<file path="src/rtl/core/pcc_pkg.sv">
// ----------------------------------------------------------------------------
// pcc_pkg
// Shared constants, types and tables of the polar/cartesian CORDIC converter.
// ----------------------------------------------------------------------------
package pcc_pkg;

   localparam int FRAC_BITS   = 12;
   localparam int ITERATIONS  = 16;
   localparam int GUARD       = 8;
   localparam int ITER_USED   = (ITERATIONS < 24) ? ITERATIONS : 24;
   localparam int IDX_W       = (ITER_USED > 1) ? $clog2(ITER_USED) : 1;
   localparam int ATAN_DEPTH  = 24;
   localparam int ATAN_IDX_W  = 5;

   localparam int IN_W        = 16;
   localparam int RES_W       = 17;
   localparam int XY_W        = IN_W + GUARD + 4;
   localparam int ANG_FRAC    = 30;
   localparam int Z_W         = 34;
   localparam int GAIN_W      = 31;
   localparam int PROD_W      = XY_W + GAIN_W;
   localparam int CHK_W       = 40;

   localparam longint PI_APPROX_Q32 = 64'sd13493026307;
   localparam longint PI_APPROX_Q30 = (PI_APPROX_Q32 + 2) / 4;
   localparam longint PI_Q30        = 64'sd3373259426;
   localparam longint HALF_PI_Q30   = 64'sd1686629713;
   localparam longint GAIN_Q30      = 64'sd652032874;
   localparam longint HALF_PI_RND   =
      (HALF_PI_Q30 + (64'sd1 <<< (ANG_FRAC - FRAC_BITS - 1))) >>> (ANG_FRAC - FRAC_BITS);

   localparam logic CMD_POLAR     = 1'b0;
   localparam logic CMD_CARTESIAN = 1'b1;

   typedef enum logic [1:0] {
      STATUS_OK         = 2'd0,
      STATUS_NEG_RADIUS = 2'd1,
      STATUS_BAD_ANGLE  = 2'd2
   } pcc_status_type;

   // Q30 arctangent of 2^-i, truncated
   localparam logic [ANG_FRAC-1:0] ATAN_Q30 [ATAN_DEPTH] = '{
      30'd843314856, 30'd497837829, 30'd263043836, 30'd133525158,
      30'd67021686,  30'd33543515,  30'd16775850,  30'd8388437,
      30'd4194282,   30'd2097149,   30'd1048575,   30'd524287,
      30'd262143,    30'd131071,    30'd65535,     30'd32767,
      30'd16383,     30'd8191,      30'd4095,      30'd2047,
      30'd1023,      30'd511,       30'd255,       30'd127
   };

   typedef struct packed {
      logic                    vec_mode;
      logic                    fix_pi;
      logic                    pi_neg;
      logic                    bypass;
      pcc_status_type          status;
      logic signed [RES_W-1:0] byp_first;
      logic signed [RES_W-1:0] byp_second;
      logic signed [XY_W-1:0]  x;
      logic signed [XY_W-1:0]  y;
      logic signed [Z_W-1:0]   z;
   } pcc_data_type;

endpackage

</file>
<file path="src/rtl/core/pcc_cell.sv">
// ----------------------------------------------------------------------------
// pcc_cell
// One CORDIC micro-rotation with its stage register.
// ----------------------------------------------------------------------------
module pcc_cell (
   input  logic                          clock,
   input  logic                          reset,
   input  logic                          enable,
   input  logic [pcc_pkg::IDX_W-1:0]     shift,
   input  logic                          in_valid,
   input  pcc_pkg::pcc_data_type         in_data,
   output logic                          out_valid,
   output pcc_pkg::pcc_data_type         out_data
);
   import pcc_pkg::*;

   logic                    valid_ff;
   pcc_data_type            data_ff;
   pcc_data_type            data_in;
   logic signed [XY_W-1:0]  x_cur;
   logic signed [XY_W-1:0]  y_cur;
   logic signed [Z_W-1:0]   z_cur;
   logic signed [XY_W-1:0]  x_sh;
   logic signed [XY_W-1:0]  y_sh;
   logic signed [Z_W-1:0]   atan_z;
   logic                    ccw;

   always_comb begin
      x_cur  = in_data.x;
      y_cur  = in_data.y;
      z_cur  = in_data.z;
      x_sh   = x_cur >>> shift;
      y_sh   = y_cur >>> shift;
      atan_z = Z_W'(ATAN_Q30[ATAN_IDX_W'(shift)]);
      // rotation drives z to zero, vectoring drives y to zero
      ccw    = in_data.vec_mode ? y_cur[XY_W-1] : !z_cur[Z_W-1];
      data_in = in_data;
      if (ccw) begin
         data_in.x = x_cur - y_sh;
         data_in.y = y_cur + x_sh;
         data_in.z = z_cur - atan_z;
      end else begin
         data_in.x = x_cur + y_sh;
         data_in.y = y_cur - x_sh;
         data_in.z = z_cur + atan_z;
      end
   end

   always_ff @(posedge clock) begin
      if (reset) begin
         valid_ff <= 1'b0;
      end else if (enable) begin
         valid_ff <= in_valid;
      end
   end

   always_ff @(posedge clock) begin
      if (enable) begin
         data_ff <= data_in;
      end
   end

   assign out_valid = valid_ff;
   assign out_data  = data_ff;

endmodule

</file>
<file path="config.mk">
export PLATFORM = sky130hd
export DESIGN_NAME = pcc_cell
export DESIGN_NICKNAME = d
export VERILOG_FILES = /design/src/rtl/core/pcc_pkg.sv /design/src/rtl/core/pcc_cell.sv
export SDC_FILE = /design/constraint.sdc
export NUM_CORES = 1
export LEC_CHECK = 0
export BUFFER_PORTS_ARGS = -buffer_cell sky130_fd_sc_hd__buf_2
export CORE_MARGIN = 2
export CORE_UTILIZATION = 62
export CTS_CLUSTER_SIZE = 14
export DETAILED_ROUTE_END_ITERATION = 16
export PLACE_DENSITY = 0.89
export RECOVER_POWER = 100
export SLEW_MARGIN = 30
export SYNTH_ARGS = -nofsm -noshare
export SYNTH_HDL_FRONTEND = slang
export SYNTH_SLANG_ARGS = --single-unit
</file>
<file path="constraint.sdc">
create_clock -name clock -period 12.1 [get_ports clock]
set_clock_uncertainty 0.15 [all_clocks]
set_input_delay 2.42 -clock clock [delete_from_list [all_inputs] [get_ports clock]]
set_output_delay 2.42 -clock clock [all_outputs]
set_load 0.05 [all_outputs]
</file>
==> results.yml <==
finish:
  drive_above_1_share_pct: 18.4
  final_cell_mix: "clkbuf_1, buf_2, edfxtp_1, a21oi_1, xnor2_1"
  finalInstanceArea_um2: 15100
  final_common_cell: "clkbuf_1"
  instances_no_fill: 1824
  area_growth_syn_to_layout_pct: 14.3
  final_nets: 1772
  final_core_util_pct: 72.0
critical_path:
  crit_start: "in_data[129]"
  startpoint_type: "input pin"
  crit_chain: "clkbuf_1 > mux2i_4 > clkbuf_1 > clkinv_1 > clkbuf_1 > xnor2_1 > ha_1 > a21o_1 > a221o_1 > o221a_2 > a221o_1 > a21oi_1 > o211a_1 > o21ai_0 > xor2_1"
  crit_required_ns: 12.12
  crit_type: "in2reg"
  crit_path_end_kind: "flop"
  cp_max_fo: 50
  path_common_cell: "clkbuf_1"
  cpMaxStageDelayCell: "clkbuf_1"
  slowest_delay_ns: 1.76
  crit_arrival_ns: 9.84
  r2r-start: "out_valid"
logic_synthesis:
  async_reset_ff_share_pct: 0
  synth_fa_ha_area_share_pct: 9.74
  synth_top_area_share_pct: 29.6
  ys_ff_latch: 131
  synthTopCellsByArea: "edfxtp_1, mux4_2, ha_1, xnor2_1, a21oi_1"
  yosysWarnings: 0
  synth_fp_nets: 1532
  synth_top_family_by_area: "multiplexers"
  synth_compound_area_share_pct: 17.3
  yosysSeqAreaShare_pct: 29.7
  synth_ff_type: "edfxtp_1"
  synth_edf_count: 130
  syn-cell-area_um2: 13200
  synth_cell_type_count: 83
  synth_xor_area_share_pct: 9.82
  synth.area.mux_share_pct: 17.9
  synthCells: 1293
  synth_top_area_cell: "edfxtp_1"
  synthSimpleGateAreaFrac_pct: 12.1
  postSynthAreaPerCell_um2: 10.2
routing:
  totalWireLength_mm: 37.4
  drc: 0
  drtPass1Iterations: 5
  vias: 11800
  via_per_inst: 6.49
  drt_iter0_drc: 1012
  post_drt_wl_per_cell_um: 20.5
  ant_nets: 0
placed_design:
  place_area_um2: 14700
  dpl.hpwl_mm: 28.3
  io_buffers: 268
  place_inst: 1789
  pre_cts_ws_ns: 3.03
  place.gp.congestion: 0.939
hold_path:
  hp-class: "reg2reg"
  hold_start: "out_valid"
clock_tree:
  cts_tree: "yes"
  numCtsBuffers: 17
  post_cts_buffers: 0
  clockBufferDepth: 2
  path_clk_slew_ns: 0.07
  cts_htree_levels: 4
  cts_sinks: 131
  cts_root_buffer: "clkbuf_16"
  holdBufCountCts: 0
  clk_latency_ns: 0.42
  cts-resized-gates: 0
floorplanning:
  rows: 53
  core_area_um2: 21000
  fp.dieW_um: 150
  io_pins: 269
  die-area_um2: 22500
  initial_core_util_pct: 63.0
  die_h_um: 150
sta:
  setup-tns-final_ns: 0
  slew_viol_final: 185
  whs_ns: 0.351
  hold_viol_final: 0
  max_freq_mhz: 102
  worst_pin_slew_ns: 3.78
  setup_violations: 0
  post-route-period-util_pct: 81.2
  min_period_ns: 9.82
  maxSlewHeadroom_pct: -152
  fin_ws_ns: 2.28
  rsz0062_at_grt: "false"
power_and_ir_drop:
  p_leak_nw: 5.99
  total_power_mw: 2.46
  vdd_ir_drop_max_mv: 0.100
  powerDensity_nw_per_um2: 163
run_status:
  violations: "capacitance limit, slew limit"
  run_status: "complete, but fails checks"
grt:
  grt_pass1_vias: 11400
  grt_overflow: 0
  grt_pass1_wl_mm: 57.4
  antenna_found_initial: 2
  grt_start_max_net_pins: 76
  grtUsageTotal_pct: 32.8
run:
  cap_violations: 3
[final cells by class]
cell class	instances	area, um2
Antenna cell	3	7.51
Inverter	44	165
Tap cell	275	344
Timing Repair Buffer	276	1220
Clock inverter	15	165
Sequential cell	131	3920
Multi-Input combinational cell	1063	8840
Clock buffer	17	425
Fill cell	1625	5870
[per-layer routing]
layer | track usage, % | wire, um | vias to the layer above
li1 | - | - | 5431
met5 | 0 | 0 | -
met3 | 5.00 | 3060 | 155
met1 | 38.6 | 13800 | 5586
met4 | 20.1 | 2300 | 0
met2 | 56.3 | 18300 | 667
[synth_stat cells (6+ instances only)]
| library cell | n |
|---|---|
| a211o_1 | 6 |
| a211oi_1 | 10 |
| a21boi_0 | 7 |
| a21o_1 | 32 |
| a21oi_1 | 104 |
| a221oi_1 | 7 |
| a31oi_1 | 13 |
| and2_1 | 7 |
| and3_1 | 13 |
| buf_1 | 14 |
| buf_2 | 9 |
| clkbuf_1 | 20 |
| edfxtp_1 | 130 |
| ha_1 | 98 |
| inv_1 | 42 |
| mux2_2 | 27 |
| mux2i_1 | 30 |
| mux4_1 | 6 |
| mux4_2 | 69 |
| nand2_1 | 87 |
| nand2b_1 | 18 |
| nand3_1 | 25 |
| nand4_1 | 6 |
| nor2_1 | 86 |
| nor2b_1 | 17 |
| nor3_1 | 24 |
| o211ai_1 | 10 |
| o21a_1 | 22 |
| o21ai_0 | 76 |
| o21bai_1 | 11 |
| o31ai_1 | 9 |
| or2_2 | 6 |
| or3_1 | 8 |
| xnor2_1 | 99 |
| xor2_1 | 49 |
[power breakdown]
part	leakage, nW	internal [mW]	switching, mW
Combinational	4.43	0.401	0.864
Sequential	1.28	0.648	0.0283
Clock	0.278	0.293	0.230
Total	5.99	1.34	1.12
[flip-flops by register name, indices dropped and copies added (netlist names)]
signal and cells:
out_data 130, out_valid 1
[path summary, 6_finish.rpt]
kind | endpoint | slack (ns) | cells past startpoint
worst max-delay path | out_data[31] | 2.28 | 15
worst min-delay path | out_valid | 0.35 | 2
worst min register to register | out_valid | 0.35 | 2
worst max register to register | out_valid | 11.31 | 2
[logic make-up (layout without fill, tap and decap cells)]
kind of cell    Yosys count  in the layout
fa+ha+maj               101            101
simple gates            323            323
xor+xnor                148            148
flops                   131            131
compound gates          355            355
mux                     136            136
buf+inv                  99            352
other cells               0              3
[worst max-delay path, delay by kind of cell]
family | cells | cell delay, ns
buf+inv | 4 | 4.20
compound gates | 7 | 1.98
xor+xnor | 2 | 0.51
fa+ha+maj | 1 | 0.42
mux | 1 | 0.29
(Power assumes the default switching activity.)
