File: src/rtl/core/pcc_pkg.sv
// ----------------------------------------------------------------------------
// pcc_pkg
// Shared constants, types and tables of the polar/cartesian CORDIC converter.
// ----------------------------------------------------------------------------
package pcc_pkg;

   localparam int FRAC_BITS   = 12;
   localparam int ITERATIONS  = 16;
   localparam int GUARD       = 8;
   localparam int ITER_USED   = (ITERATIONS < 24) ? ITERATIONS : 24;
   localparam int IDX_W       = (ITER_USED > 1) ? $clog2(ITER_USED) : 1;
   localparam int ATAN_DEPTH  = 24;
   localparam int ATAN_IDX_W  = 5;

   localparam int IN_W        = 16;
   localparam int RES_W       = 17;
   localparam int XY_W        = IN_W + GUARD + 4;
   localparam int ANG_FRAC    = 30;
   localparam int Z_W         = 34;
   localparam int GAIN_W      = 31;
   localparam int PROD_W      = XY_W + GAIN_W;
   localparam int CHK_W       = 40;

   localparam longint PI_APPROX_Q32 = 64'sd13493026307;
   localparam longint PI_APPROX_Q30 = (PI_APPROX_Q32 + 2) / 4;
   localparam longint PI_Q30        = 64'sd3373259426;
   localparam longint HALF_PI_Q30   = 64'sd1686629713;
   localparam longint GAIN_Q30      = 64'sd652032874;
   localparam longint HALF_PI_RND   =
      (HALF_PI_Q30 + (64'sd1 <<< (ANG_FRAC - FRAC_BITS - 1))) >>> (ANG_FRAC - FRAC_BITS);

   localparam logic CMD_POLAR     = 1'b0;
   localparam logic CMD_CARTESIAN = 1'b1;

   typedef enum logic [1:0] {
      STATUS_OK         = 2'd0,
      STATUS_NEG_RADIUS = 2'd1,
      STATUS_BAD_ANGLE  = 2'd2
   } pcc_status_type;

   // Q30 arctangent of 2^-i, truncated
   localparam logic [ANG_FRAC-1:0] ATAN_Q30 [ATAN_DEPTH] = '{
      30'd843314856, 30'd497837829, 30'd263043836, 30'd133525158,
      30'd67021686,  30'd33543515,  30'd16775850,  30'd8388437,
      30'd4194282,   30'd2097149,   30'd1048575,   30'd524287,
      30'd262143,    30'd131071,    30'd65535,     30'd32767,
      30'd16383,     30'd8191,      30'd4095,      30'd2047,
      30'd1023,      30'd511,       30'd255,       30'd127
   };

   typedef struct packed {
      logic                    vec_mode;
      logic                    fix_pi;
      logic                    pi_neg;
      logic                    bypass;
      pcc_status_type          status;
      logic signed [RES_W-1:0] byp_first;
      logic signed [RES_W-1:0] byp_second;
      logic signed [XY_W-1:0]  x;
      logic signed [XY_W-1:0]  y;
      logic signed [Z_W-1:0]   z;
   } pcc_data_type;

endpackage

File: src/rtl/core/pcc_post.sv
// ----------------------------------------------------------------------------
// pcc_post
// Gain correction, quadrant fix of the angle, rounding and saturation.
// ----------------------------------------------------------------------------
module pcc_post (
   input  logic                              clock,
   input  logic                              reset,
   input  logic                              enable,
   input  logic                              in_valid,
   input  pcc_pkg::pcc_data_type             in_data,
   output logic                              out_valid,
   output logic signed [pcc_pkg::RES_W-1:0]  first_result,
   output logic signed [pcc_pkg::RES_W-1:0]  second_result,
   output logic [1:0]                        status
);
   import pcc_pkg::*;

   localparam int GAIN_SHIFT = ANG_FRAC + GUARD;
   localparam int ANG_SHIFT  = ANG_FRAC - FRAC_BITS;
   localparam logic signed [GAIN_W-1:0] GAIN_S   = GAIN_W'(GAIN_Q30);
   localparam logic signed [Z_W-1:0]    PI_AP_Z  = Z_W'(PI_APPROX_Q30);
   localparam logic signed [PROD_W-1:0] PROD_RND = PROD_W'(64'sd1 <<< (GAIN_SHIFT - 1));
   localparam logic signed [Z_W:0]      ANG_RND  = (Z_W + 1)'(64'sd1 <<< (ANG_SHIFT - 1));
   localparam longint RES_MAX = (64'sd1 <<< (RES_W - 1)) - 1;
   localparam longint RES_MIN = -(64'sd1 <<< (RES_W - 1));

   function automatic logic signed [RES_W-1:0] sat_res(input logic signed [63:0] v);
      logic signed [63:0] c;
      c = v;
      if (v > RES_MAX) begin
         c = RES_MAX;
      end else if (v < RES_MIN) begin
         c = RES_MIN;
      end
      return RES_W'(c);
   endfunction

   logic                    valid_ff;
   logic                    vec_mode_ff;
   logic                    bypass_ff;
   pcc_status_type          status_ff;
   logic signed [RES_W-1:0] byp_first_ff;
   logic signed [RES_W-1:0] byp_second_ff;
   logic signed [PROD_W-1:0] prod_x_ff;
   logic signed [PROD_W-1:0] prod_x_in;
   logic signed [PROD_W-1:0] prod_y_ff;
   logic signed [PROD_W-1:0] prod_y_in;
   logic signed [Z_W-1:0]   z_ff;
   logic signed [Z_W-1:0]   z_in;
   logic signed [XY_W-1:0]  x_cur;
   logic signed [XY_W-1:0]  y_cur;
   logic signed [Z_W-1:0]   z_cur;
   logic signed [PROD_W-1:0] x_fin;
   logic signed [PROD_W-1:0] y_fin;
   logic signed [Z_W:0]     z_fin;

   // stage A: gain multiply and pi correction of the vectoring angle
   always_comb begin
      x_cur     = in_data.x;
      y_cur     = in_data.y;
      z_cur     = in_data.z;
      prod_x_in = PROD_W'(x_cur) * PROD_W'(GAIN_S);
      prod_y_in = PROD_W'(y_cur) * PROD_W'(GAIN_S);
      z_in      = z_cur;
      if (in_data.fix_pi) begin
         z_in = in_data.pi_neg ? (z_cur - PI_AP_Z) : (z_cur + PI_AP_Z);
      end
   end

   always_ff @(posedge clock) begin
      if (reset) begin
         valid_ff <= 1'b0;
      end else if (enable) begin
         valid_ff <= in_valid;
      end
   end

   always_ff @(posedge clock) begin
      if (enable) begin
         vec_mode_ff   <= in_data.vec_mode;
         bypass_ff     <= in_data.bypass;
         status_ff     <= in_data.status;
         byp_first_ff  <= in_data.byp_first;
         byp_second_ff <= in_data.byp_second;
         prod_x_ff     <= prod_x_in;
         prod_y_ff     <= prod_y_in;
         z_ff          <= z_in;
      end
   end

   // stage B: round half up, saturate, select
   always_comb begin
      x_fin = (prod_x_ff + PROD_RND) >>> GAIN_SHIFT;
      y_fin = (prod_y_ff + PROD_RND) >>> GAIN_SHIFT;
      z_fin = ((Z_W + 1)'(z_ff) + ANG_RND) >>> ANG_SHIFT;
      if (bypass_ff) begin
         first_result  = byp_first_ff;
         second_result = byp_second_ff;
      end else if (vec_mode_ff) begin
         first_result  = sat_res(64'(x_fin));
         second_result = sat_res(64'(z_fin));
      end else begin
         first_result  = sat_res(64'(x_fin));
         second_result = sat_res(64'(y_fin));
      end
   end

   assign out_valid = valid_ff;
   assign status    = status_ff;

endmodule

File: config.mk
export PLATFORM = sky130hd
export DESIGN_NAME = pcc_post
export DESIGN_NICKNAME = d
export VERILOG_FILES = /design/src/rtl/core/pcc_pkg.sv /design/src/rtl/core/pcc_post.sv
export SDC_FILE = /design/constraint.sdc
export NUM_CORES = 2
export LEC_CHECK = 0
export BUFFER_PORTS_ARGS = -buffer_cell sky130_fd_sc_hd__buf_2
export CAP_MARGIN = 10
export CORE_ASPECT_RATIO = 0.5
export CORE_MARGIN = 2
export CORE_UTILIZATION = 48
export CTS_BUF_LIST = sky130_fd_sc_hd__clkbuf_16
export CTS_CLUSTER_DIAMETER = 30
export DETAILED_ROUTE_END_ITERATION = 16
export SLEW_MARGIN = 20
export SYNTH_ARGS = -nofsm -noshare
export SYNTH_HDL_FRONTEND = slang
export SYNTH_SLANG_ARGS = --single-unit
export TNS_END_PERCENT = 10
File: constraint.sdc
create_clock -name clock -period 13.05 [get_ports clock]
set_input_delay 1.305 -clock clock [delete_from_list [all_inputs] [get_ports clock]]
set_output_delay 1.305 -clock clock [all_outputs]
set_load 0.1 [all_outputs]
==> flow_summary_export.csv <==
group,metric,value,unit
hold_path,hp-class,"reg2reg",
detailed_routing,ant_nets,0,
global_routing,grt_util_met3,2.33,%
detailed_routing,wl,91300,um
sta,fin_crit,8.03,ns
logic_synthesis,avgSynthCellArea,10.2,um^2
sta,worst_pin_slew,0.790,ns
setup_path,worstPathMaxFanout,6,
setup_path,rr_startpoint,"out_valid",
finish,final_core_util,51.6,%
floorplan,ios,171,
finish,multi_input_area,28300,um^2
floorplan,coreArea,73100,um^2
finish,ff_latch_area,2990,um^2
logic_synthesis,synth_area,35500,um^2
global_routing,grt_pass1_wl,145000,um
global_routing,antenna_found_initial,3,
clock_network,cts_resized,0,
sta,finalClockSkew,0,ns
floorplan,rows,70,
global_routing,grt_busiest_layer,"met2",
finish,n_fill_cell,6845,
logic_synthesis,synth_compound_gate_area_share,7.53,%
sta,setup_tns,0,ns
finish,area_growth,6.47,%
logic_synthesis,synth_seq_cells,100,
finish,drive_gt1_share,6.73,%
setup_path,worstSetupStartpointType,"input port",
finish,nets,5170,
floorplan,chipHeight,196,um
clock_network,clock-sinks,100,
detailed_routing,drc,0,
sta,post-route-period-util,61.6,%
finish,final_common_cell,"inv_1",
setup_path,critPathKind,"in2reg",
sta,report.final.slew_viol_count,0,
floorplan,die_w,388,um
logic_synthesis,synth_ff_type,"edfxtp_1",
logic_synthesis,yosysWarnings,0,
logic_synthesis,synth-simple-area-share,5.22,%
logic_synthesis,syn_inst,3489,
clock_network,clk_latency,0.36,ns
setup_path,cp.arrival,8.14,ns
logic_synthesis,synthAdderAreaFrac,63.7,%
detailed_routing,vias,23634,
sta,relSlewSlack,47.3,%
logic_synthesis,synthArstFlopShare,0,%
sta,hold_viol_final,0,
sta,clock.fmax,0.124,GHz
setup_path,worstPathRequired,13.16,ns
sta,rsz0062_at_grt,"no",
clock_network,post_cts_buffers,0,
placed_design,dp_hpwl,84800,um
detailed_routing,routedWlPerCell,19.7,um
global_routing,first_global_vias,25709,
run,cap_violations,0,
placed_design,place_congestion,0.969,
clock_network,numCtsBuffers,9,
clock_network,htree_levels,3,
global_routing,overflow,0,
detailed_routing,vias_per_cell,5.11,
clock_network,cts_root_buf,"clkbuf_16",
global_routing,grt.total_usage,24.8,%
hold_path,worstHoldStart,"out_valid",
global_routing,use_met2,44.0,%
logic_synthesis,synth_top_family_by_area,"adder cells",
setup_path,critPathLaunch,"in_data[78]",
clock_network,clk_pin_slew_worst_paths,0.07,ns
clock_network,cts_tree,"built",
global_routing,gr-usage-met1,33.4,%
detailed_routing,drtIter0Drc,1121,
logic_synthesis,yosysSeqAreaShare,8.44,%
detailed_routing,drtPass1Iterations,5,
logic_synthesis,synth_xor_area_share,2.52,%
clock_network,clock_path_buffers,2,
status,status,"finished clean",
floorplan,start_util,48.5,%
setup_path,crit_path_end_kind,"flip-flop",
finish,final_cell_mix,"1095 x inv_1, 702 x fa_1, 684 x ha_1",
placed_design,port_buffers,170,
sta,finalSetupViolCount,0,
clock_network,hold_buffers,0,
global_routing,grt_max_degree,59,
logic_synthesis,synth_cell_types,76,
logic_synthesis,synth_edf_count,99,
floorplan,dieArea,76200,um^2
logic_synthesis,synth.area.mux_share,0.716,%
logic_synthesis,syn_nets,5009,
-- kinds of logic after synthesis --
kind of cell / count (synthesis)
compound gates: 403
xor+xnor: 102
fa+ha+maj: 1386
buf+inv: 1117
flops: 100
mux: 23
simple gates: 358
-- registers in the layout, indices dropped and copies added, names as in the netlist --
register       cells
status             2
vec_mode_ff        1
z_ff              17
out_valid          1
byp_first_ff      17
prod_x_ff         22
bypass_ff          1
prod_y_ff         22
byp_second_ff     17
-- metal layers --
layer	wire length, um	share of wire, %
met5	13	0.014
met4	1510	1.6
met3	2620	2.9
met2	46000	50
met1	41200	45
-- metrics by stage --
stage / area, um^2 / setup slack, ns / hold slack (ns) / instances
2_1_floorplan: 35500 / 5.53 / 0.971 / 3489
3_3_place_gp: 37500 / 4.73 / 0.467 / 4611
3_5_place_dp: 37500 / 4.67 / 0.504 / 4611
4_1_cts: 37800 / 5.06 / 0.523 / 4627
5_1_grt: 37800 / 4.72 / 0.562 / 4629
6_report: 37800 / 5.02 / 0.520 / 4629
-- synthesized netlist by cell type, drive strengths merged, types with 4 or more instances --
cell / n / area [um^2]
inv: 1095 / 4110
fa: 702 / 14100
ha: 684 / 8560
a21oi: 121 / 621
edfxtp: 99 / 2970
nand2: 93 / 349
o21ai: 81 / 413
a21o: 72 / 541
nor2: 65 / 246
xnor2: 57 / 499
xor2: 45 / 394
nand3: 43 / 215
nand4: 33 / 206
nor2b: 26 / 163
clkbuf: 19 / 72.6
mux2: 19 / 214
and3: 18 / 113
nor3: 18 / 115
a31oi: 16 / 106
o211ai: 14 / 105
o21a: 12 / 90.1
or2: 11 / 68.8
a211oi: 10 / 87.6
a221oi: 10 / 100
and2: 10 / 62.6
o21bai: 10 / 78.8
nand2b: 9 / 56.3
and4: 8 / 70.1
a22oi: 7 / 52.6
or3: 6 / 37.5
a2111oi: 5 / 62.6
nand4b: 5 / 43.8
o221ai: 5 / 50.0
o31ai: 5 / 42.5
a31o: 4 / 35.0
a32oi: 4 / 42.6
a41oi: 4 / 35.0
mux2i: 4 / 40.0
nand3b: 4 / 30.0
-- final timing paths --
kind / depth (start not counted) / slack [ns] / end
min: 2 / 0.52 / out_valid
min reg2reg: 2 / 0.52 / out_valid
max: 23 / 5.02 / prod_x_ff[56]
max reg2reg: 2 / 12.45 / out_valid
-- critical path: stages --
cell	delay [ns]
buf_2	0.17
fa_1	0.60
inv_1	0.07
fa_1	0.54
inv_1	0.06
fa_1	0.50
fa_1	0.64
inv_1	0.07
fa_1	0.47
inv_1	0.05
fa_1	0.49
fa_1	0.43
ha_1	0.29
ha_1	0.34
nand4_1	0.23
nor3_1	0.30
a32oi_1	0.18
nor2b_1	0.19
a221o_1	0.37
a21oi_1	0.15
o31ai_1	0.38
a21oi_1	0.14
xnor2_1	0.15
-- layout make-up --
type / count / share of cell area, %
timing repair buffer: 172 / 2.30
tap: 972 / 3.22
clock inverter: 7 / 0.182
sequential: 100 / 7.92
clock buffer: 9 / 0.596
antenna: 2 / 0.0133
inverter: 1095 / 10.9
multi-input combinational: 2272 / 74.9
Power is not shown: default switching activity piles up to over one toggle a cycle in this logic, so the estimate is an artifact.
