`src/rtl/core/pcc_pkg.sv`:
```
// ----------------------------------------------------------------------------
// pcc_pkg
// Shared constants, types and tables of the polar/cartesian CORDIC converter.
// ----------------------------------------------------------------------------
package pcc_pkg;

   localparam int FRAC_BITS   = 12;
   localparam int ITERATIONS  = 16;
   localparam int GUARD       = 8;
   localparam int ITER_USED   = (ITERATIONS < 24) ? ITERATIONS : 24;
   localparam int IDX_W       = (ITER_USED > 1) ? $clog2(ITER_USED) : 1;
   localparam int ATAN_DEPTH  = 24;
   localparam int ATAN_IDX_W  = 5;

   localparam int IN_W        = 16;
   localparam int RES_W       = 17;
   localparam int XY_W        = IN_W + GUARD + 4;
   localparam int ANG_FRAC    = 30;
   localparam int Z_W         = 34;
   localparam int GAIN_W      = 31;
   localparam int PROD_W      = XY_W + GAIN_W;
   localparam int CHK_W       = 40;

   localparam longint PI_APPROX_Q32 = 64'sd13493026307;
   localparam longint PI_APPROX_Q30 = (PI_APPROX_Q32 + 2) / 4;
   localparam longint PI_Q30        = 64'sd3373259426;
   localparam longint HALF_PI_Q30   = 64'sd1686629713;
   localparam longint GAIN_Q30      = 64'sd652032874;
   localparam longint HALF_PI_RND   =
      (HALF_PI_Q30 + (64'sd1 <<< (ANG_FRAC - FRAC_BITS - 1))) >>> (ANG_FRAC - FRAC_BITS);

   localparam logic CMD_POLAR     = 1'b0;
   localparam logic CMD_CARTESIAN = 1'b1;

   typedef enum logic [1:0] {
      STATUS_OK         = 2'd0,
      STATUS_NEG_RADIUS = 2'd1,
      STATUS_BAD_ANGLE  = 2'd2
   } pcc_status_type;

   // Q30 arctangent of 2^-i, truncated
   localparam logic [ANG_FRAC-1:0] ATAN_Q30 [ATAN_DEPTH] = '{
      30'd843314856, 30'd497837829, 30'd263043836, 30'd133525158,
      30'd67021686,  30'd33543515,  30'd16775850,  30'd8388437,
      30'd4194282,   30'd2097149,   30'd1048575,   30'd524287,
      30'd262143,    30'd131071,    30'd65535,     30'd32767,
      30'd16383,     30'd8191,      30'd4095,      30'd2047,
      30'd1023,      30'd511,       30'd255,       30'd127
   };

   typedef struct packed {
      logic                    vec_mode;
      logic                    fix_pi;
      logic                    pi_neg;
      logic                    bypass;
      pcc_status_type          status;
      logic signed [RES_W-1:0] byp_first;
      logic signed [RES_W-1:0] byp_second;
      logic signed [XY_W-1:0]  x;
      logic signed [XY_W-1:0]  y;
      logic signed [Z_W-1:0]   z;
   } pcc_data_type;

endpackage

```
`src/rtl/core/pcc_prep.sv`:
```
// ----------------------------------------------------------------------------
// pcc_prep
// Input stage: range checks, special cases and start vector of the CORDIC.
// ----------------------------------------------------------------------------
module pcc_prep (
   input  logic                             clock,
   input  logic                             reset,
   input  logic                             enable,
   input  logic                             in_valid,
   input  logic                             cmd,
   input  logic signed [pcc_pkg::IN_W-1:0]  first_value,
   input  logic signed [pcc_pkg::IN_W-1:0]  second_value,
   output logic                             out_valid,
   output pcc_pkg::pcc_data_type            out_data
);
   import pcc_pkg::*;

   localparam logic signed [CHK_W-1:0] PI_CHK      = CHK_W'(PI_APPROX_Q32);
   localparam logic signed [Z_W-1:0]   PI_Z        = Z_W'(PI_Q30);
   localparam logic signed [Z_W-1:0]   HALF_PI_Z   = Z_W'(HALF_PI_Q30);
   localparam logic signed [RES_W-1:0] HALF_PI_RES = RES_W'(HALF_PI_RND);

   logic                      valid_ff;
   pcc_data_type              data_ff;
   pcc_data_type              data_in;
   logic signed [XY_W-1:0]    a_ext;
   logic signed [XY_W-1:0]    b_ext;
   logic signed [XY_W-1:0]    x_rot;
   logic signed [CHK_W-1:0]   b_chk;
   logic signed [Z_W-1:0]     z_rot;
   logic signed [RES_W-1:0]   b_res;

   always_comb begin
      a_ext   = XY_W'(first_value);
      b_ext   = XY_W'(second_value);
      b_chk   = CHK_W'(second_value) <<< (32 - FRAC_BITS);
      z_rot   = Z_W'(second_value) <<< (ANG_FRAC - FRAC_BITS);
      x_rot   = a_ext <<< GUARD;
      b_res   = RES_W'(second_value);
      data_in = '0;
      data_in.status = STATUS_OK;
      if (cmd == CMD_POLAR) begin
         if (first_value < 0) begin
            data_in.bypass = 1'b1;
            data_in.status = STATUS_NEG_RADIUS;
         end else if (b_chk > PI_CHK || b_chk < -PI_CHK) begin
            data_in.bypass = 1'b1;
            data_in.status = STATUS_BAD_ANGLE;
         end
         // fold angles beyond +/-pi/2 back by pi and flip the vector
         if (z_rot > HALF_PI_Z) begin
            data_in.z = z_rot - PI_Z;
            data_in.x = -x_rot;
         end else if (z_rot < -HALF_PI_Z) begin
            data_in.z = z_rot + PI_Z;
            data_in.x = -x_rot;
         end else begin
            data_in.z = z_rot;
            data_in.x = x_rot;
         end
      end else begin
         data_in.vec_mode = 1'b1;
         if (first_value == 0) begin
            data_in.bypass    = 1'b1;
            data_in.byp_first = (second_value < 0) ? -b_res : b_res;
            if (second_value > 0) begin
               data_in.byp_second = HALF_PI_RES;
            end else if (second_value < 0) begin
               data_in.byp_second = -HALF_PI_RES;
            end
         end
         data_in.fix_pi = first_value < 0;
         data_in.pi_neg = second_value < 0;
         data_in.x = ((first_value < 0) ? -a_ext : a_ext) <<< GUARD;
         data_in.y = ((first_value < 0) ? -b_ext : b_ext) <<< GUARD;
      end
   end

   always_ff @(posedge clock) begin
      if (reset) begin
         valid_ff <= 1'b0;
      end else if (enable) begin
         valid_ff <= in_valid;
      end
   end

   always_ff @(posedge clock) begin
      if (enable) begin
         data_ff <= data_in;
      end
   end

   assign out_valid = valid_ff;
   assign out_data  = data_ff;

endmodule

```
`config.mk`:
```
export PLATFORM = sky130hd
export DESIGN_NAME = pcc_prep
export DESIGN_NICKNAME = d
export VERILOG_FILES = /design/src/rtl/core/pcc_pkg.sv /design/src/rtl/core/pcc_prep.sv
export SDC_FILE = /design/constraint.sdc
export NUM_CORES = 1
export LEC_CHECK = 0
export ABC_CLOCK_PERIOD_IN_PS = 2370
export CAP_MARGIN = 15
export CORE_MARGIN = 8
export CORE_UTILIZATION = 58
export DETAILED_ROUTE_END_ITERATION = 8
export DONT_BUFFER_PORTS = 1
export HOLD_SLACK_MARGIN = 0.06
export PLACE_DENSITY = 0.76
export SLEW_MARGIN = 15
export SYNTH_ARGS = -nofsm -noshare
export SYNTH_HDL_FRONTEND = slang
export SYNTH_SLANG_ARGS = --single-unit
```
`constraint.sdc`:
```
create_clock -name clock -period 2.37 [get_ports clock]
set_input_delay 0.474 -clock clock [delete_from_list [all_inputs] [get_ports clock]]
set_output_delay 0.474 -clock clock [all_outputs]
set_load 0.005 [all_outputs]
```
==> results of run 1 <==
[layer usage]
metal  routed length [µm]  vias up
met5                    0        -
met4                  173        0
met3                 1260       22
met2                 5650      196
met1                 4780     1574
li1                     -     1589
[worst max path at each step]
stage | start | to | depth (start not counted)
after global routing | first_value[4] | out_data[110] | 9
final | first_value[4] | out_data[110] | 9
after global placement | first_value[4] | out_data[110] | 9
after detailed placement | first_value[8] | out_data[110] | 9
after CTS | first_value[8] | out_data[110] | 9
after floorplan | second_value[2] | out_data[58] | 10
[worst max-delay path, delay by kind of cell]
kind                     cells  cell delay [ns]
AND/OR/NAND/NOR              6             1.27
adder cells (fa/ha/maj)      1             0.23
buffers and inverters        2             0.32
[timing repair]
item | 4_1_cts | 5_1_grt
endpoints found under the setup margin | 0 | 3
gates resized for setup | 0 | 1
hold buffers | 0 | 0
[power by group]
part | internal (mW) | leakage, nW | switching [mW]
registers | 1.83 | 0.827 | 0.0918
logic | 0.171 | 1.03 | 0.193
clock network | 0.493 | 0.0957 | 0.561
[state kept, by name, indices dropped and copies added, names as in the netlist]
register	count
out_valid	1
out_data	85
[placed cells by master, fill, tap and decap left out, types with 4 or more instances in the layout]
master | Yosys | routed
inv_1 | 17 | 15
o21a_1 | 6 | 6
o21ai_1 | 4 | 4
and2_1 | 5 | 5
nand3_1 | 6 | 6
a31oi_1 | 4 | 4
o21ai_0 | 11 | 11
edfxtp_1 | 85 | 85
xnor2_1 | 32 | 32
a21oi_1 | 14 | 14
nor4_1 | 4 | 4
nor3_1 | 6 | 6
o31ai_1 | 5 | 5
nand2_1 | 44 | 44
conb_1 | 1 | 18
nand2b_1 | 4 | 4
xor2_1 | 20 | 20
o211ai_1 | 4 | 4
ha_1 | 15 | 13
o22ai_1 | 6 | 6
clkbuf_8 | 0 | 9
buf_4 | 47 | 14
nor2_1 | 66 | 66
[metrics by stage]
step	total power [mW]	hold slack [ns]
after global placement	2.32	0.521
after floorplan	2.33	0.485
final	3.34	0.174
after detailed placement	2.33	0.533
after global routing	3.48	0.170
after CTS	3.36	0.169
[cell families (layout without fill, tap and decap cells)]
| family | after synthesis | count (layout) |
|---|---|---|
| DFF | 86 | 86 |
| muxes | 3 | 3 |
| buffers and inverters | 92 | 49 |
| and+or+nand+nor | 163 | 163 |
| other | 1 | 18 |
| xor gates and xnor gates | 52 | 52 |
| adders and majority gates | 15 | 15 |
| AOI/OAI and AO/OA | 78 | 78 |
[layout make-up]
cell class | instances | share of cell area (%)
Multi-Input combinational cell | 329 | 40.7
Timing Repair Buffer | 16 | 2.77
Inverter | 18 | 1.29
Clock buffer | 9 | 2.36
Tap cell | 108 | 2.58
Clock inverter | 6 | 1.34
Sequential cell | 86 | 49.0
==> metrics.yaml, run 1 <==
status: "finished clean"
setup_ws_ns: 0.262
fin_crit_ns: 2.11
cp.arrival_ns: 2.30
clk_pin_slew_ns: 0.09
ant_nets: 0
synth_compound_area_share_pct: 10.8
hold_start: "reset"
reg2reg_to: "out_valid"
die-area_um2: 12200
cp.required_ns: 2.56
yosysUniqueCellTypes: 63
cp_max_fo: 16
clock_skew_ns: 0
cp_slowest_cell: "or3_1"
end_kind: "flip-flop"
wire_per_inst_um: 20.7
core_area_um2: 8680
syn_avg_cell_area_um2: 10.5
grt_use_met2_pct: 31.6
ys_seq_elements: 86
min_to: "out_valid"
hold_violations: 0
synth-simple-area-share_pct: 15.4
wl_mm: 11.9
drt_iter0_markers: 202
syn_inst: 490
clock_sinks: 86
area_delta_synth_final_pct: 1.82
antenna_cells: 0
antenna_found_initial: 0
hp-class: "in2reg"
period_share_pct: 88.9
h-tree-depth: 3
criticalPathCategory: "in2reg"
maxCapViolations: 0
setup-tns-final_ns: 0
busiest_layer: "met2"
grt_pass1_vias: 3343
synth_edf_count: 85
rsz0062_at_grt: "false"
worstHoldPathCells: 1
multi_input_area_um2: 2130
use_met3_pct: 7.21
yosys.area.top_type: "edfxtp_1"
netlist_top_cells_count: "edfxtp_1, nor2_1, buf_4"
die_w_um: 110
nets: 512
synthAdderAreaFrac_pct: 3.64
place.gp.congestion: 0.918
cts_buffers: 9
power.leakage_nw: 1.95
drc: 0
synth_most_common_cell: "edfxtp_1"
layout.cells.non_filler: 572
synthXorXnorAreaFrac_pct: 8.84
worst_pin_slew_ns: 0.761
fmax_ghz: 0.474
die_y_um: 110
core.rowCount: 34
globalRouteMet1Util_pct: 23.9
slew_viol_final: 0
clock_latency_ns: 0.35
synth_top_area_share_pct: 49.5
seqCellArea_um2: 2570
cts_tree: "built"
grt_pass1_wl_mm: 18.4
dr.pass1.iters: 5
cts_buffer_depth: 2
relSlewSlack_pct: 49.2
crit_path_max_incr_delay_ns: 0.41
dp_slack_ns: -0.114
ir_drop_v: 0.000351
cp-start-kind: "input pin"
cts_post_setup_buffers_inserted: 0
num-fill-cells: 719
layout-drive-gt1-share_pct: 11.4
powerDensity_nw_per_um2: 637
dp_hpwl_mm: 8.45
ios: 168
via_count: 3381
netlist_area_um2: 5150
synth-seq-area-share_pct: 49.9
dp_cells: 557
grt_max_degree: 87
synth_warnings: 0
start_util_pct: 59.4
synth_area_leaders: "edfxtp_1, buf_4, xnor2_1"
dpl_cell_area_um2: 5050
cts_root_buf: "clkbuf_8"
synth_top_family_by_area: "simple AND/OR/NAND/NOR gates"
design_area_um2: 5250
synth_ff_type: "edfxtp_1"
async_flop_share_pct: 0
port_buffers: 0
fin_util_pct: 60.5
viasPerCell: 5.91
gr-total-overflow: 0
r2r_start: "out_valid"
synthMuxAreaShare_pct: 0.583
grt_use_total_pct: 19.5
reg2reg_depth: 2
final-setup-viol-count: 0
r2r_slack_ns: 1.76
cp_cell_sequence: "or3_1 -> nor3_2 -> nand3_1 -> nor4_1 -> buf_4 -> ha_1 -> nand2_1 -> buf_12 -> nor2_1"
No activity file was read; power rests on OpenSTA's default activity.
==> run 2: changes to the inputs <==
RECOVER_POWER = 50   (was default)
==> run 2 against run 1 <==
Against the previous run: via count decreased by 0.21%; non-clock buffer count unchanged; clock power about the same; wire length rose by 0.47%; final cell count did not move; sequential power about the same; fmax is 0.49% lower; clock skew unchanged; critical path type unchanged; critical endpoint unchanged.
==> metrics.yaml, run 2 (synthesized netlist as in run 1, its figures left out) <==
maxCapViolations: 0  # unchanged
worst_pin_slew_ns: 0.753  # was 0.761 ns
core_area_um2: 8680  # unchanged
design_area_um2: 5230  # was 5250 µm²
r2r_start: "out_valid"  # unchanged
status: "finished clean"  # unchanged
hold_violations: 0  # unchanged
grt_pass1_wl_mm: 18.4  # unchanged
drt_iter0_markers: 224  # was 202
cp_slowest_cell: "or3_1"  # unchanged
timing.critical_path.from: "first_value[4]"  # unchanged
fmax_ghz: 0.472  # was 0.474 GHz
area_delta_synth_final_pct: 1.43  # was 1.82%
cts_buffer_depth: 2  # unchanged
dp_hpwl_mm: 8.45  # unchanged
period_share_pct: 89.4  # was 88.9%
grt_pass1_vias: 3343  # unchanged
path_delay_family: "simple AND/OR/NAND/NOR gates"  # unchanged
die-area_um2: 12200  # unchanged
wl_mm: 11.9  # about the same
r2r_slack_ns: 1.76  # about the same
dp_slack_ns: -0.114  # unchanged
grt_use_total_pct: 19.5  # unchanged
dpl_cell_area_um2: 5050  # unchanged
final_common_cell: "edfxtp_1"  # unchanged
use_met3_pct: 7.21  # unchanged
largest_register_ff_count: 85  # unchanged
busiest_layer: "met2"  # unchanged
hold_ws_ns: 0.176  # was 0.174 ns
port_buffers: 0  # unchanged
clk_pin_slew_ns: 0.09  # about the same
crit_path_max_incr_delay_ns: 0.41  # about the same
grt_max_degree: 87  # unchanged
antenna_cells: 0  # unchanged
powerDensity_nw_per_um2: 638  # was 637 nW/µm²
nets: 512  # unchanged
cts_post_setup_buffers_inserted: 0  # unchanged
die_w_um: 110  # unchanged
gr-total-overflow: 0  # unchanged
pwr-share-clk_pct: 31.5  # was 31.6%
grt_use_met2_pct: 31.6  # unchanged
via_count: 3374  # was 3,381
clock_latency_ns: 0.35  # about the same
cts_root_buf: "clkbuf_8"  # unchanged
end_kind: "flip-flop"  # unchanged
finalPower_mw: 3.33  # was 3.34 mW
clock_sinks: 86  # unchanged
h-tree-depth: 3  # unchanged
critical_path_buf_inv_count: 2  # unchanged
die_y_um: 110  # unchanged
start_util_pct: 59.4  # unchanged
hold_start: "reset"  # unchanged
cts_buffers: 9  # unchanged
p_int_mw: 2.49  # was 2.50 mW
globalRouteMet1Util_pct: 23.9  # unchanged
wire_per_inst_um: 20.8  # was 20.7 µm
dr.pass1.iters: 6  # was 5
place.gp.congestion: 0.918  # unchanged
clock_skew_ns: 0  # unchanged
fin_util_pct: 60.2  # was 60.5%
layout.cells.non_filler: 572  # unchanged
setup_ws_ns: 0.252  # was 0.262 ns
switchingPower_mw: 0.842  # was 0.846 mW
p_seq_share_pct: 57.7  # was 57.6%
viasPerCell: 5.90  # was 5.91
relSlewSlack_pct: 49.8  # was 49.2%
num-fill-cells: 722  # was 719
final_cell_mix: "edfxtp_1, nor2_1, nand2_1"  # unchanged
hp-class: "in2reg"  # unchanged
cp-start-kind: "input pin"  # unchanged
slew_viol_final: 0  # unchanged
fin_crit_ns: 2.12  # was 2.11 ns
final-setup-viol-count: 0  # unchanged
cp.required_ns: 2.56  # about the same
cts_tree: "built"  # unchanged
switching_share_pct: 25.2  # was 25.3%
drc: 0  # unchanged
rsz0062_at_grt: "false"  # unchanged
worstHoldPathCells: 1  # unchanged
ios: 168  # unchanged
cp.arrival_ns: 2.31  # was 2.30 ns
cp_cell_sequence: "or3_1 -> nor3_2 -> nand3_1 -> nor4_1 -> buf_4 -> ha_1 -> nand2_1 -> buf_12 -> nor2_1"  # unchanged
antenna_found_initial: 0  # unchanged
criticalPathCategory: "in2reg"  # unchanged
reg2reg_depth: 2  # unchanged
setup-tns-final_ns: 0  # unchanged
combPwrFrac_pct: 10.8  # was 10.9%
path_depth: 9  # unchanged
cp_max_fo: 16  # unchanged
power.leakage_nw: 1.94  # was 1.95 nW
layout-drive-gt1-share_pct: 10.8  # was 11.4%
dp_cells: 557  # unchanged
ir_drop_v: 0.000351  # about the same
ant_nets: 0  # unchanged
core.rowCount: 34  # unchanged
-- run 2: cell count changes in the layout (fill, tap and decap cells not counted), sizes merged --
cell / previous run / this run
clkbuf: 9 / 11
buf: 16 / 14
-- run 2: what timing repair did --
item,CTS,global route
hold buffers,0,0
endpoints found under the setup margin,0,3
resized for setup,0,1
-- run 2: power by group through the flow --
stage               Combinational, mW  Clock [mW]  Sequential (mW)
detailed placement              0.359           0             1.97
finish                          0.359        1.05             1.92
CTS                             0.362        1.06             1.93
floorplan                       0.410           0             1.92
global placement                0.350           0             1.96
global route                    0.402        1.13             1.95
-- run 2: worst paths after layout --
path,to
max,out_data[110]
min,out_valid
max reg2reg,out_valid
min reg2reg,out_valid
-- run 2: per-layer routing --
metal  vias up  share of wire (%)  routed length, µm
met2       176                 48               5690
met4         0                1.2                148
met5         -                  0                  0
met3        17                 10               1220
met1      1591                 41               4860
li1       1590                  -                  -
-- run 2: layout make-up --
class | instances | area (µm²) | area share (%)
flip-flops and latches | 86 | 2570 | 49.2
multi-input cells | 329 | 2120 | 40.6
repair buffers | 16 | 138 | 2.63
well taps | 108 | 135 | 2.58
clock buffers | 9 | 124 | 2.37
clock inverters | 6 | 70.1 | 1.34
inverters | 18 | 67.6 | 1.29
==> run 3: changes to the inputs <==
ABC_AREA = 1   (was default)
==> run 3 against run 2 <==
Against the previous run: final cell count is 42% higher; wire length up 28%; total power increased by 1.9%; non-clock buffer count is 11 higher; largest cell class unchanged; hold slack lost 0.0070 ns; sequential power about the same; worst setup slack better by 0.21 ns; clock skew is the same; first-iteration DRC count is 41% higher; combinational power increased by 20%; flip-flop and latch count unchanged; critical path type unchanged.
==> metrics.yaml, run 3 <==
status: "finished clean"  # unchanged
cts_buffers: 9  # unchanged
start_util_pct: 59.1  # was 59.4%
cp_max_fo: 8  # was 16
grt_max_degree: 87  # unchanged
cts_tree: "built"  # unchanged
largest_register_ff_count: 85  # unchanged
post_cts_resized: 0  # unchanged
cp_slowest_cell: "ha_1"  # was or3_1
port_buffers: 0  # unchanged
reg2reg_to: "out_valid"  # unchanged
yosysUniqueCellTypes: 39  # was 63
hp-class: "in2reg"  # unchanged
via_count: 4492  # was 3,374
grt_pass1_vias: 4294  # was 3,343
ir_drop_v: 0.000317  # was 0.000351 V
grt_pass1_wl_mm: 23.3  # was 18.4 mm
area_delta_synth_final_pct: 3.25  # was 1.43%
antenna_found_initial: 0  # unchanged
place.gp.congestion: 0.889  # was 0.918
end_kind: "flip-flop"  # unchanged
clock_skew_ns: 0  # unchanged
die_w_um: 115  # was 110 µm
dp_slack_ns: 0.0941  # was -0.114 ns
worstHoldPathCells: 1  # unchanged
final_common_cell: "nand2_1"  # was edfxtp_1
cts_post_setup_buffers_inserted: 0  # unchanged
cp-start-kind: "input pin"  # unchanged
cp_cell_sequence: "inv_1 -> ha_1 -> nand3_1 -> nor2_1 -> nand2_1 -> nor2_2 -> nand2_1 -> nor4_2 -> ha_1 -> nand2_2 -> buf_4 -> a21oi_1 -> o21ai_0 -> inv_1"  # was or3_1 -> nor3_2 -> nand3_1 -> nor4_1 -> buf_4 -> ha_1 -> nand2_1 -> buf_12 -> nor2_1
ctsHoldBuffers: 0  # unchanged
cts_root_buf: "clkbuf_8"  # unchanged
wl_mm: 15.2  # was 11.9 mm
synth_warnings: 0  # unchanged
maxCapViolations: 0  # unchanged
powerDensity_nw_per_um2: 577  # was 638 nW/µm²
viasPerCell: 5.55  # was 5.90
cp.arrival_ns: 2.15  # was 2.31 ns
dr.pass1.iters: 5  # was 6
clock_sinks: 86  # unchanged
synth_most_common_cell: "nand2_1"  # was edfxtp_1
fmax_ghz: 0.523  # was 0.472 GHz
period_share_pct: 80.6  # was 89.4%
worst_pin_slew_ns: 0.554  # was 0.753 ns
fin_crit_ns: 1.91  # was 2.12 ns
clock_latency_ns: 0.36  # was 0.35 ns
hold_start: "reset"  # unchanged
yosys.area.top_type: "edfxtp_1"  # unchanged
syn_avg_cell_area_um2: 8.30  # was 10.5 µm²
power.leakage_nw: 2.64  # was 1.94 nW
syn_inst: 687  # was 490
layout-drive-gt1-share_pct: 11.5  # was 10.8%
setup-tns-final_ns: 0  # unchanged
gr-total-overflow: 0  # unchanged
cp.required_ns: 2.61  # was 2.56 ns
synth_ff_type: "edfxtp_1"  # unchanged
core_area_um2: 9640  # was 8680 µm²
r2r_slack_ns: 1.76  # about the same
core.rowCount: 36  # was 34
slew_viol_final: 0  # unchanged
async_flop_share_pct: 0  # unchanged
r2r_start: "out_valid"  # unchanged
synth_top_area_share_pct: 44.8  # was 49.5%
ant_nets: 0  # unchanged
synth_edf_count: 85  # unchanged
num-fill-cells: 888  # was 722
wire_per_inst_um: 18.8  # was 20.8 µm
antenna_cells: 0  # unchanged
die-area_um2: 13300  # was 12,200 µm²
crit_path_max_incr_delay_ns: 0.22  # was 0.41 ns
netlist_area_um2: 5700  # was 5150 µm²
final_cell_mix: "nand2_1, edfxtp_1, inv_1"  # was edfxtp_1, nor2_1, nand2_1
rsz0062_at_grt: "false"  # unchanged
synth-seq-area-share_pct: 45.1  # was 49.9%
h-tree-depth: 3  # unchanged
clk_pin_slew_ns: 0.09  # about the same
hold_violations: 0  # unchanged
drt_iter0_markers: 315  # was 224
ys_seq_elements: 86  # unchanged
reg2reg_depth: 2  # unchanged
min_to: "out_valid"  # unchanged
setup_ws_ns: 0.459  # was 0.252 ns
die_y_um: 115  # was 110 µm
grt_use_total_pct: 23.0  # was 19.5%
cts_buffer_depth: 2  # unchanged
drc: 0  # unchanged
synth_area_leaders: "edfxtp_1, nand2_1, buf_4"  # was edfxtp_1, buf_4, xnor2_1
relSlewSlack_pct: 63.0  # was 49.8%
nets: 724  # was 512
netlist_top_cells_count: "nand2_1, edfxtp_1, inv_1"  # was edfxtp_1, nor2_1, buf_4
finalPower_mw: 3.40  # was 3.33 mW
final-setup-viol-count: 0  # unchanged
dp_hpwl_mm: 11.7  # was 8.45 mm
criticalPathCategory: "in2reg"  # unchanged
ios: 168  # unchanged
[run 3: cell types whose count changed in the layout (fill, tap and decap cells not counted), moves of 13 or more]
| cell | change |
|---|---|
| o21ai_0 | +20 |
| buf_4 | +13 |
| nand2_1 | +132 |
| nor2_1 | -15 |
| inv_1 | +58 |
| xnor2_1 | -29 |
| nand3_1 | +32 |
[run 3: layer usage]
| metal | vias up | routed length, µm | global-route usage, % |
|---|---|---|---|
| met5 | - | 0 | 0 |
| met4 | 0 | 191 | 8.06 |
| met3 | 17 | 1390 | 6.04 |
| met2 | 192 | 7260 | 37.2 |
| met1 | 2093 | 6390 | 29.3 |
| li1 | 2190 | - | - |
[run 3: area by class of cell]
cell class,count,area (µm²),share of cell area [%]
Sequential cell,86,2570,43.7
Timing Repair Buffer,27,211,3.59
Inverter,83,312,5.29
Clock inverter,7,78.8,1.34
Clock buffer,9,124,2.10
Tap cell,133,166,2.83
Multi-Input combinational cell,465,2420,41.1
[run 3: kinds of logic after synthesis]
logic type	share of synthesized area, %
DFF	45.1
and+or+nand+nor	23.9
adders and majority gates	3.29
buffers and inverters	13.6
xor gates and xnor gates	3.84
other	0.0658
muxes	0.176
AOI/OAI and AO/OA	9.99
[run 3: how the worst max path moves through the flow]
stage / from / end / slack (ns) / depth (start not counted)
global placement: first_value[0] / out_data[115] / 0.18 / 14
global route: first_value[0] / out_data[109] / 0.22 / 14
floorplan: first_value[0] / out_data[119] / 0.03 / 14
finish: first_value[0] / out_data[109] / 0.46 / 14
detailed placement: first_value[0] / out_data[109] / 0.09 / 14
CTS: first_value[0] / out_data[109] / 0.46 / 14
[run 3: metrics by stage]
| stage | util, % | hold WS (ns) | area [µm²] | instances |
|---|---|---|---|---|
| 3_3_place_gp | 59.0 | 0.522 | 5690 | 794 |
| 6_report | 61.1 | 0.169 | 5890 | 810 |
| 5_1_grt | 61.1 | 0.163 | 5890 | 810 |
| 3_5_place_dp | 59.0 | 0.540 | 5690 | 794 |
| 2_1_floorplan | - | 0.485 | 5770 | 704 |
| 4_1_cts | 61.1 | 0.156 | 5890 | 810 |
[run 3: critical path: cells and delay by family]
family	cells	cell delay (ns)
AOI/OAI and AO/OA	2	0.20
buffers and inverters	3	0.31
adders and majority gates	2	0.39
and+or+nand+nor	7	0.78
[run 3: power by group]
part	total (mW)	internal [mW]	switching, mW
logic	0.432	0.152	0.280
registers	1.91	1.82	0.0860
clock network	1.06	0.499	0.559
total	3.40	2.47	0.925
